==> config.mk <==
export PLATFORM = sky130hd
export DESIGN_NAME = hsl_to_rgb_converter_unit
export DESIGN_NICKNAME = d
export VERILOG_FILES = /design/src/hw/rtl/hsl2rgb_pkg.sv /design/src/hw/rtl/hsl2rgb_front.sv /design/src/hw/rtl/hsl2rgb_chan.sv /design/src/hw/rtl/hsl_to_rgb_converter_unit.sv
export VERILOG_INCLUDE_DIRS = /design/src /design/src/hw/rtl
export SDC_FILE = /design/constraint.sdc
export NUM_CORES = 2
export LEC_CHECK = 0
export BUFFER_PORTS_ARGS = -buffer_cell sky130_fd_sc_hd__buf_4
export CORE_ASPECT_RATIO = 0.5
export CORE_MARGIN = 4
export CORE_UTILIZATION = 72
export DETAILED_ROUTE_END_ITERATION = 6
export PLACE_DENSITY_LB_ADDON = 0.15
export SYNTH_ARGS = -nofsm -noshare
export SYNTH_HDL_FRONTEND = slang
export SYNTH_HIERARCHICAL = 1
export SYNTH_SLANG_ARGS = --single-unit
export TNS_END_PERCENT = 5
==> constraint.sdc <==
create_clock -name i_clk -period 18 [get_ports i_clk]
set_clock_uncertainty 0.2 [all_clocks]
set_input_delay 3.6 -clock i_clk [delete_from_list [all_inputs] [get_ports i_clk]]
set_output_delay 3.6 -clock i_clk [all_outputs]
set_load 0.005 [all_outputs]
==> src/hw/rtl/hsl_to_rgb_converter_unit_macros.svh <==
// Assertion macros for the HSL to RGB converter.
// Used by hsl_to_rgb_converter_unit; expects i_clk and i_rst_n in scope.
`ifndef HSL_TO_RGB_CONVERTER_UNIT_MACROS_SVH
`define HSL_TO_RGB_CONVERTER_UNIT_MACROS_SVH

// same-cycle implication, disabled in reset
`define HSL_ASSERT_IMPL(lbl, ante, cons, msg) \
    lbl: assert property (@(posedge i_clk) disable iff (!i_rst_n) (ante) |-> (cons)) \
        else $error(msg);

// next-cycle implication, disabled in reset
`define HSL_ASSERT_NEXT(lbl, ante, cons, msg) \
    lbl: assert property (@(posedge i_clk) disable iff (!i_rst_n) (ante) |=> (cons)) \
        else $error(msg);

`endif

==> src/hw/rtl/hsl2rgb_pkg.sv <==
// Shared types, hue constants and width helpers for the HSL to RGB converter.
// No dependencies.
package hsl2rgb_pkg;

    localparam int FRAC_BITS_DEF = 8;
    localparam int NSTG          = 5;
    localparam int RAMP_W        = 10;

    // hue angles in sixteenths of a degree
    localparam logic signed [14:0] HUE_FULL  = 15'sd5760;
    localparam logic signed [14:0] HUE_THIRD = 15'sd1920;
    localparam logic signed [14:0] HUE_60    = 15'sd960;
    localparam logic signed [14:0] HUE_180   = 15'sd2880;
    localparam logic signed [14:0] HUE_240   = 15'sd3840;

    typedef logic [RAMP_W-1:0] t_ramp;
    localparam t_ramp RAMP_MAX = 10'd960;

    typedef struct packed {
        logic [12:0] hue;
        logic [8:0]  lightness;
        logic [8:0]  saturation;
    } t_hsl;

    typedef struct packed {
        logic [7:0] red;
        logic [7:0] green;
        logic [7:0] blue;
    } t_rgb;

    // per-stage load enables
    typedef struct packed {
        logic s1;
        logic s2;
        logic s3;
        logic s4;
        logic s5;
    } t_stage_en;

    // unsigned width of l*ONE, s*ONE and l*s
    function automatic int prod_width(input int frac);
        return (frac + 9 > 18) ? frac + 9 : 18;
    endfunction

    // signed width of m1 and m2-m1 (over ONE*ONE)
    function automatic int m_width(input int frac);
        return prod_width(frac) + 3;
    endfunction

endpackage

==> src/hw/rtl/hsl2rgb_front.sv <==
// Front end, stages 1-2: hue ramp positions, l*s, then m1 and m2-m1, grey value.
// Depends on hsl2rgb_pkg.
module hsl2rgb_front #(
    parameter int FRAC_BITS = hsl2rgb_pkg::FRAC_BITS_DEF
) (
    input  logic                                         i_clk,
    input  hsl2rgb_pkg::t_stage_en                       i_en,
    input  hsl2rgb_pkg::t_hsl                            i_data,
    output logic signed [hsl2rgb_pkg::m_width(FRAC_BITS)-1:0] o_m1,
    output logic signed [hsl2rgb_pkg::m_width(FRAC_BITS)-1:0] o_d,
    output hsl2rgb_pkg::t_ramp                           o_t [3],
    output logic                                         o_grey,
    output logic [7:0]                                   o_gval
);
    import hsl2rgb_pkg::*;

    localparam int WP = prod_width(FRAC_BITS);
    localparam int WM = m_width(FRAC_BITS);
    localparam logic [WP-1:0] HALF = WP'(1) << (FRAC_BITS - 1);

    // hue offset -> position on the ramp, 0..960
    function automatic t_ramp hue_ramp(input logic [12:0] hue, input logic signed [14:0] off);
        logic signed [14:0] h;
        logic signed [14:0] dn;
        t_ramp              r;
        h  = $signed({2'b00, hue}) + off;
        if (h > HUE_FULL) begin
            h = h - HUE_FULL;
        end else if (h < 15'sd0) begin
            h = h + HUE_FULL;
        end
        dn = HUE_240 - h;
        if (h < HUE_60) begin
            r = h[RAMP_W-1:0];
        end else if (h < HUE_180) begin
            r = RAMP_MAX;
        end else if (h < HUE_240) begin
            r = dn[RAMP_W-1:0];
        end else begin
            r = '0;
        end
        return r;
    endfunction

    // stage 1
    logic [8:0]  r_l, r_s;
    logic [17:0] r_ls;
    logic        r_lo, r_grey1;
    t_ramp       r_t1 [3];

    always_ff @(posedge i_clk) begin
        if (i_en.s1) begin
            r_l     <= i_data.lightness;
            r_s     <= i_data.saturation;
            r_ls    <= 18'(i_data.lightness) * 18'(i_data.saturation);
            r_lo    <= WP'(i_data.lightness) <= HALF;
            r_grey1 <= i_data.saturation == '0;
            r_t1[0] <= hue_ramp(i_data.hue, HUE_THIRD);
            r_t1[1] <= hue_ramp(i_data.hue, 15'sd0);
            r_t1[2] <= hue_ramp(i_data.hue, -HUE_THIRD);
        end
    end

    // stage 2
    logic [WP-1:0]        lone_u, sone_u;
    logic signed [WM-1:0] lone_s, sone_s, ls_s, n_m1, n_d;
    logic [16:0]          gmul, gsh;
    logic [7:0]           n_gval;

    always_comb begin
        lone_u = WP'(r_l) << FRAC_BITS;
        sone_u = WP'(r_s) << FRAC_BITS;
        lone_s = $signed({3'b000, lone_u});
        sone_s = $signed({3'b000, sone_u});
        ls_s   = $signed({3'b000, WP'(r_ls)});
        if (r_lo) begin
            n_m1 = lone_s - ls_s;
            n_d  = ls_s <<< 1;
        end else begin
            n_m1 = lone_s - sone_s + ls_s;
            n_d  = (sone_s - ls_s) <<< 1;
        end
        // grey: l*255 >> FRAC_BITS, saturated
        gmul   = {r_l, 8'b0} - {8'b0, r_l};
        gsh    = gmul >> FRAC_BITS;
        n_gval = (|gsh[16:8]) ? 8'hFF : gsh[7:0];
    end

    always_ff @(posedge i_clk) begin
        if (i_en.s2) begin
            o_m1   <= n_m1;
            o_d    <= n_d;
            o_t    <= r_t1;
            o_grey <= r_grey1;
            o_gval <= n_gval;
        end
    end

endmodule

==> src/hw/rtl/hsl2rgb_chan.sv <==
// One color channel, stages 3-5: ramp multiply, sum, scale by 255/960 and clamp.
// Depends on hsl2rgb_pkg.
module hsl2rgb_chan #(
    parameter int FRAC_BITS = hsl2rgb_pkg::FRAC_BITS_DEF
) (
    input  logic                                              i_clk,
    input  hsl2rgb_pkg::t_stage_en                            i_en,
    input  logic signed [hsl2rgb_pkg::m_width(FRAC_BITS)-1:0] i_m1,
    input  logic signed [hsl2rgb_pkg::m_width(FRAC_BITS)-1:0] i_d,
    input  hsl2rgb_pkg::t_ramp                                i_t,
    input  logic                                              i_grey,
    input  logic [7:0]                                        i_gval,
    output logic [7:0]                                        o_val
);
    import hsl2rgb_pkg::*;

    localparam int WM = m_width(FRAC_BITS);
    localparam int WN = WM + 12;
    // 255/960 == 17/64, so value = num*17 >> (6 + 2*FRAC_BITS)
    localparam int SH = 6 + 2 * FRAC_BITS;
    localparam int WV = (WN + 5 > SH + 9) ? WN + 5 : SH + 9;

    // stage 3
    logic signed [WM+10:0] r_p;
    logic signed [WM+9:0]  r_m1k, m1x;
    logic                  r_grey3, r_grey4;
    logic [7:0]            r_gval3, r_gval4;

    assign m1x = {{10{i_m1[WM-1]}}, i_m1};

    always_ff @(posedge i_clk) begin
        if (i_en.s3) begin
            r_p     <= i_d * $signed({1'b0, i_t});
            r_m1k   <= (m1x <<< 10) - (m1x <<< 6);
            r_grey3 <= i_grey;
            r_gval3 <= i_gval;
        end
    end

    // stage 4
    logic signed [WN-1:0] r_num;

    always_ff @(posedge i_clk) begin
        if (i_en.s4) begin
            r_num   <= {{1{r_p[WM+10]}}, r_p} + {{2{r_m1k[WM+9]}}, r_m1k};
            r_grey4 <= r_grey3;
            r_gval4 <= r_gval3;
        end
    end

    // stage 5
    logic signed [WV-1:0] nx, v, q;
    logic [7:0]           n_val;

    always_comb begin
        nx = {{(WV-WN){r_num[WN-1]}}, r_num};
        v  = (nx <<< 4) + nx;
        q  = v >>> SH;
        if (r_grey4) begin
            n_val = r_gval4;
        end else if (r_num[WN-1] || (r_num == '0)) begin
            n_val = '0;
        end else if (|q[WV-1:8]) begin
            n_val = 8'hFF;
        end else begin
            n_val = q[7:0];
        end
    end

    always_ff @(posedge i_clk) begin
        if (i_en.s5) begin
            o_val <= n_val;
        end
    end

endmodule

==> src/hw/rtl/hsl_to_rgb_converter_unit.sv <==
// HSL to RGB converter: takes one pixel per clock while o_stall is low and returns 8-bit red,
// green and blue through the five-stage datapath. Each stage holds one pixel, so the sustained
// rate is one beat per cycle while i_stall is low; the output stage's stall reaches o_stall
// through the per-stage ready chain, and empty stages fill even while the output is stalled.
// Depends on hsl2rgb_pkg, hsl2rgb_front, hsl2rgb_chan and the assertion macro header.
`include "hsl_to_rgb_converter_unit_macros.svh"

module hsl_to_rgb_converter_unit #(
    parameter int FRAC_BITS = hsl2rgb_pkg::FRAC_BITS_DEF
) (
    input  logic              i_clk,
    input  logic              i_rst_n,
    input  logic              i_valid,
    output logic              o_stall,
    input  hsl2rgb_pkg::t_hsl i_data,
    output logic              o_valid,
    input  logic              i_stall,
    output hsl2rgb_pkg::t_rgb o_data
);
    import hsl2rgb_pkg::*;

    localparam int WM = m_width(FRAC_BITS);

    logic [NSTG-1:0] r_vld, n_vld, rdy;
    t_stage_en       en;
    logic            in_acc, out_acc;

    always_comb begin
        rdy[NSTG-1] = !r_vld[NSTG-1] || !i_stall;
        for (int k = NSTG - 2; k >= 0; k--) begin
            rdy[k] = !r_vld[k] || rdy[k+1];
        end
        n_vld[0] = rdy[0] ? i_valid : r_vld[0];
        for (int k = 1; k < NSTG; k++) begin
            n_vld[k] = rdy[k] ? r_vld[k-1] : r_vld[k];
        end
    end

    always_ff @(posedge i_clk) begin
        if (!i_rst_n) begin
            r_vld <= '0;
        end else begin
            r_vld <= n_vld;
        end
    end

    assign en.s1   = rdy[0];
    assign en.s2   = rdy[1];
    assign en.s3   = rdy[2];
    assign en.s4   = rdy[3];
    assign en.s5   = rdy[4];
    assign o_stall = !rdy[0];
    assign o_valid = r_vld[NSTG-1];
    assign in_acc  = i_valid && !o_stall;
    assign out_acc = o_valid && !i_stall;

    logic signed [WM-1:0] m1, d;
    t_ramp                t [3];
    logic                 grey;
    logic [7:0]           gval;
    logic [7:0]           val [3];

    hsl2rgb_front #(.FRAC_BITS(FRAC_BITS)) u_front (
        .i_clk  (i_clk),
        .i_en   (en),
        .i_data (i_data),
        .o_m1   (m1),
        .o_d    (d),
        .o_t    (t),
        .o_grey (grey),
        .o_gval (gval)
    );

    for (genvar g = 0; g < 3; g++) begin : g_chan
        hsl2rgb_chan #(.FRAC_BITS(FRAC_BITS)) u_chan (
            .i_clk  (i_clk),
            .i_en   (en),
            .i_m1   (m1),
            .i_d    (d),
            .i_t    (t[g]),
            .i_grey (grey),
            .i_gval (gval),
            .o_val  (val[g])
        );
    end

    assign o_data.red   = val[0];
    assign o_data.green = val[1];
    assign o_data.blue  = val[2];

    `HSL_ASSERT_IMPL(a_full_no_accept, in_acc, !((&r_vld) && i_stall), "beat taken into a full, stalled pipeline")
    `HSL_ASSERT_IMPL(a_empty_out_ready, !r_vld[NSTG-1], !o_stall, "stall raised with empty output stage")
    `HSL_ASSERT_NEXT(a_vld_count, i_rst_n, $countones(r_vld) == $past($countones(r_vld)) + 32'($past(in_acc)) - 32'($past(out_acc)), "beats in flight do not match accepted minus delivered")

endmodule
---- Yosys cells after proc, flatten, opt, wreduce, memory -nomap -nowiden ----
Index checks and enable logic that the tools add are counted.
cells by class
  bitwise operators ....................... 0
  multiplexer cells ....................... 29
  equality and inequality tests ........... 0
  multipliers ............................. 4
  reduce and logical (&&, ||, !) cells .... 22
  add/subtract/negate cells ............... 23
  order comparisons ....................... 16
  shift operators ......................... 0
  div/mod/pow operators ................... 0
operator list
  operator                  count
  $mux W15                  9
  $add A37 B33 Y38          3
  $add A32 B31 Y33          3
  $logic_not A33 Y1         3
  $mul A20 B11 Y31          3
  $lt A15 B13 Y1 const B    6
  $mux W10                  9
  $mux W8                   9
  $lt A15 B11 Y1 const B    3
  $sub A17 B18 Y19          2
  $sub A31 B27 Y31          1
  $add A15 B14 Y15 const B  2
  $gt A15 B14 Y1 const B    2
  $lt A15 B1 Y1 const B     2
  $sub A15 B14 Y15 const B  2
  $sub A9 B10 Y10 const A   3
  $reduce_or A8 Y1          3
  $add A21 B19 Y21          1
  $mux W21                  1
  $mux W19                  1
  $mul A9 B9 Y18            1
  $sub A17 B17 Y18          1
  $sub A17 B9 Y17           1
  $add A14 B12 Y15 const B  1
  9 further kinds           22
word-level totals
  output and inout bits ................... 26
  memory bits (read-only) ................. 0
  input bits .............................. 35
  memories kept ........................... 0
  bits in latches ......................... 0
  memory bits (writable) .................. 0
  flip-flop bits (word level) ............. 421

---- Depth between registers and ports, before layout ----
  depth after elaboration ................. 11
  mapped depth ............................ 23
  mapped depth without buffers ............ 21

---- Cells and area by module ----
Netlist, hierarchy kept.
by module, submodules not included
  module                           cells an instance  area an instance (um^2)  instances
  hsl2rgb_chan (g_chan[2].u_chan)  1578               15088.2                  1
  hsl2rgb_chan (g_chan[1].u_chan)  1570               14976.9                  1
  hsl2rgb_chan (g_chan[0].u_chan)  1539               14794.2                  1
  hsl2rgb_front                    1180               11631.2                  1
  hsl_to_rgb_converter_unit        23                 203.9                    1

---- Worst setup path before layout ----
Ideal clock, no wire load.
  path kind ............................... input-to-reg
  from .................................... input port i_data[0] (netlist name)
  to ...................................... register u_front.r_ls[16] (data pin)
  setup slack ............................. 9.915 ns
  path buffers ............................ 1
  library setup time ...................... 0.266 ns
  stages .................................. 18
  arrival ................................. 7.619 ns
  cell sequence ........................... clkbuf_1 > nand2_1 > fa_1 > inv_1 > fa_1 > inv_1 > fa_1 > fa_1 > inv_1 > ha_1 > o21ai_0 > a21boi_0 > o21ai_0 > nand2b_1 > a21o_1 > a41o_1 > o41ai_1 > xnor2_1
between the ends
  cells in the longest elaborated chain, start to end .. 1
RTL lines
  element                 line                             text
  start: declaration      hsl_to_rgb_converter_unit.sv:15  input hsl2rgb_pkg::t_hsl i_data,
  $mul A9 B9 Y18          hsl2rgb_front.sv:55              r_ls <= 18'(i_data.lightness) * 18'(i_data.saturation);
  end signal: assignment  hsl2rgb_front.sv:55
  end: declaration        hsl2rgb_front.sv:47              logic [17:0] r_ls;
Every way passes these cells.
A chain may end at the register's enable or synchronous reset.

---- Worst setup path after layout ----
  from .................................... input port i_stall
  to ...................................... output port o_stall
between the ends
  cells in the longest elaborated chain, start to end .. 7
RTL lines
  element                           line                             text
  start: declaration                hsl_to_rgb_converter_unit.sv:17  input logic i_stall,
  $logic_not A1 Y1                  --
  $logic_or A1 B1 Y1                hsl_to_rgb_converter_unit.sv:29  rdy[NSTG-1] = !r_vld[NSTG-1] || !i_stall;
  $logic_or A1 B1 Y1 (4 in series)  hsl_to_rgb_converter_unit.sv:31  rdy[k] = !r_vld[k] || rdy[k+1];
  $logic_not A1 Y1                  hsl_to_rgb_converter_unit.sv:52  assign o_stall = !rdy[0];
  end: declaration                  hsl_to_rgb_converter_unit.sv:14  output logic o_stall,
Every way passes these cells.

==> flow_summary.yaml <==
run_status:
  status: "finished, final reports clean"
floorplanning:
  rows: 72
  coreArea_um2: 77650
  ios: 61
  fp.dieW_um: 404.8
  fp.dieArea_um2: 83570
  die_h_um: 206.4
  start_util: 0.7301
drt:
  drt_first_pass_iters: 7
  dr_total_vias: 43010
  drt-total-wl_um: 141000
  drc_errors: 0
  viasPerCell: 6.218
  wl_per_cell_um: 20.39
  antenna_left: 0
  drt_first_iter_violations: 4421
clocking:
  worstSkewPairLatency_ns: 0.64
  cts_max_path_buffers: 3
  clkSlewWorstSetupHoldPaths_ns: 0.06
  cts_hold_buf: 0
  cts_resized: 0
  clock_tree.root_cell: "clkbuf_16"
  htree_levels: 2
  cts_setup_buffers: 0
  cts_made_buffers: 48
  clock-sinks: 498
  tritoncts: "yes"
worst_setup_path:
  critical_path_class: "primary input to output port"
  rr_worst_depth: 20
  worstSetupStartpointType: "primary input"
  endpoint_kind: "output port"
  cp.required_ns: 14.20
  cp.arrival_ns: 4.25
  critPathMaxFanout: 4
placed_design:
  port_buffers: 60
  gp_congestion: 0.9568
  dpl.hpwl_um: 110400
synthesis:
  syn-num-nets: 7072
  synth_async_sr_flop_share: 0
  synth_area_leaders: "edfxtp_1 (26%), fa_1 (22%), ha_1 (12%), inv_1 (6.5%), nand2_1 (4.1%)"
  syn_inst: 5890
  synth_top_cell_by_area: "edfxtp_1"
  synth.top_cell.area_share: 0.2611
  synth.lib_cells_used.distinct: 123
  synth.most_common_cell: "inv_1"
  synth-edff-count: 493
  ys_ff_latch: 498
  yosysWarnings: 6
  netlist_top_cells_count: "inv_1 (986), nand2_1 (612), fa_1 (610), ha_1 (537), edfxtp_1 (493)"
  postSynthAreaPerCell_um2: 9.626
  netlist_area_um2: 56690
  synth_ff_type: "edfxtp_1"
  synth-seq-area-share: 0.2629
global_routing:
  grtUsageTotal: 0.3423
  grt-ovfl-total: 0
  grt_pass1_vias: 43140
  antenna_found_initial: 8
  grt_pass1_wl_um: 225400
  grt_max_degree: 74
timing:
  maxSlewHeadroom: 0.1891
  rsz0062_at_grt: "no"
  setup-tns-final_ns: 0
  finalSetupViolCount: 0
  worst_pin_slew_ns: 1.205
  fmax_ghz: 0.1242
  whs_ns: 0.2187
  drv_slew: 0
  fin_crit_ns: 8.049
  fin_crit_sh: 0.4471
  hold_viol_final: 0
hold_path:
  hold_class: "flop to flop"
  whs_path_depth: 0
cells_and_area:
  multi_input_area_um2: 37330
  area_growth_pct: 5.133
  layout-drive-gt1-share: 0.04354
  fin_nets: 7022
  seq_area_um2: 14900
  fillers: 5307
run:
  maxCapViolCount: 0
## worst max-delay path, cell delays in order
cell	delay (ns)
buf_4	0.10
and4_4	0.28
and3_1	0.16
buf_4	0.11
## final cells by class
type / count / share of cell area
clock buffer: 55 / 0.02095
antenna: 1 / 0.00004198
sequential: 498 / 0.2501
tap: 1036 / 0.02175
inverter: 989 / 0.06241
multi-input combinational: 4212 / 0.6263
clock inverter: 35 / 0.007053
timing repair buffer: 91 / 0.01146
## cell usage in the layout, fill, tap and decap left out, types with 56 or more instances in the layout
master | synthesis | routed
nand2_1 | 612 | 612
fa_1 | 610 | 610
inv_1 | 986 | 985
xor2_1 | 88 | 88
edfxtp_1 | 493 | 493
o21ai_0 | 174 | 174
nor2_1 | 241 | 241
a21oi_1 | 311 | 311
buf_4 | 7 | 91
a21o_1 | 105 | 105
ha_1 | 537 | 537
xnor2_1 | 222 | 222
nand3_1 | 79 | 77
and2_1 | 358 | 358
o21a_1 | 56 | 56
nor3_1 | 83 | 83
## through the flow
| stage | std cells | cell area, µm² | setup WS [ns] | utilization |
|---|---|---|---|---|
| floorplan | 5890 | 56690 | 9.915 | - |
| global placement | 6826 | 57930 | 9.792 | 0.7460 |
| detailed placement | 6826 | 57930 | 9.700 | 0.7460 |
| CTS | 6916 | 59600 | 9.953 | 0.7675 |
| global route | 6917 | 59600 | 9.926 | 0.7676 |
| finish | 6917 | 59600 | 9.951 | 0.7676 |
## kinds of logic (layout without fill, tap and decap cells)
kind of cell               count (synthesis)  count (layout)  share of synthesized area
and+or+nand+nor                         1679            1679                     0.1470
buffers and inverters                   1180            1170                    0.07912
adders and majority gates               1148            1148                     0.3341
AOI/OAI and AO/OA                       1050            1050                     0.1242
DFF                                      498             498                     0.2629
xor gates and xnor gates                 313             313                    0.04875
muxes                                     21              21                   0.003884
other                                      1               2                 0.00006614
## registers in the layout, indices dropped and copies added, names as in the netlist, 8 cells and up
| signal | flops |
|---|---|
| g_chan.u_chan/r_m1k | 75 |
| u_front/r_ls | 18 |
| g_chan.u_chan/r_gval3 | 24 |
| u_front/o_d | 18 |
| g_chan.u_chan/o_val | 24 |
| g_chan.u_chan/r_num | 99 |
| u_front/r_s | 9 |
| u_front/o_t | 30 |
| u_front/r_t1 | 30 |
| u_front/o_m1 | 20 |
| u_front/r_l | 9 |
| g_chan.u_chan/r_p | 96 |
| u_front/o_gval | 8 |
| g_chan.u_chan/r_gval4 | 24 |
## final timing paths
check / from / to / slack [ns]
worst max-delay path: i_stall / o_stall / 9.95
worst min-delay path: g_chan[2].u_chan/r_gval3[3] / g_chan[2].u_chan/r_gval4[3] / 0.22
worst max register to register: u_front/o_d[3] / g_chan[0].u_chan/r_p[28] / 10.74
worst min register to register: g_chan[2].u_chan/r_gval3[3] / g_chan[2].u_chan/r_gval4[3] / 0.22
## metal layers
| layer | up-vias | part of all wire | GRT usage |
|---|---|---|---|
| met5 | - | 0.00023 | 0 |
| met4 | 4 | 0.026 | 0.08645 |
| met3 | 291 | 0.11 | 0.09616 |
| met2 | 1944 | 0.44 | 0.5364 |
| met1 | 21220 | 0.42 | 0.4766 |
| li1 | 19550 | - | - |
Power is left out: the tool's default activity adds up to more than one toggle a clock period on the data nets, which glitch-free logic cannot reach.
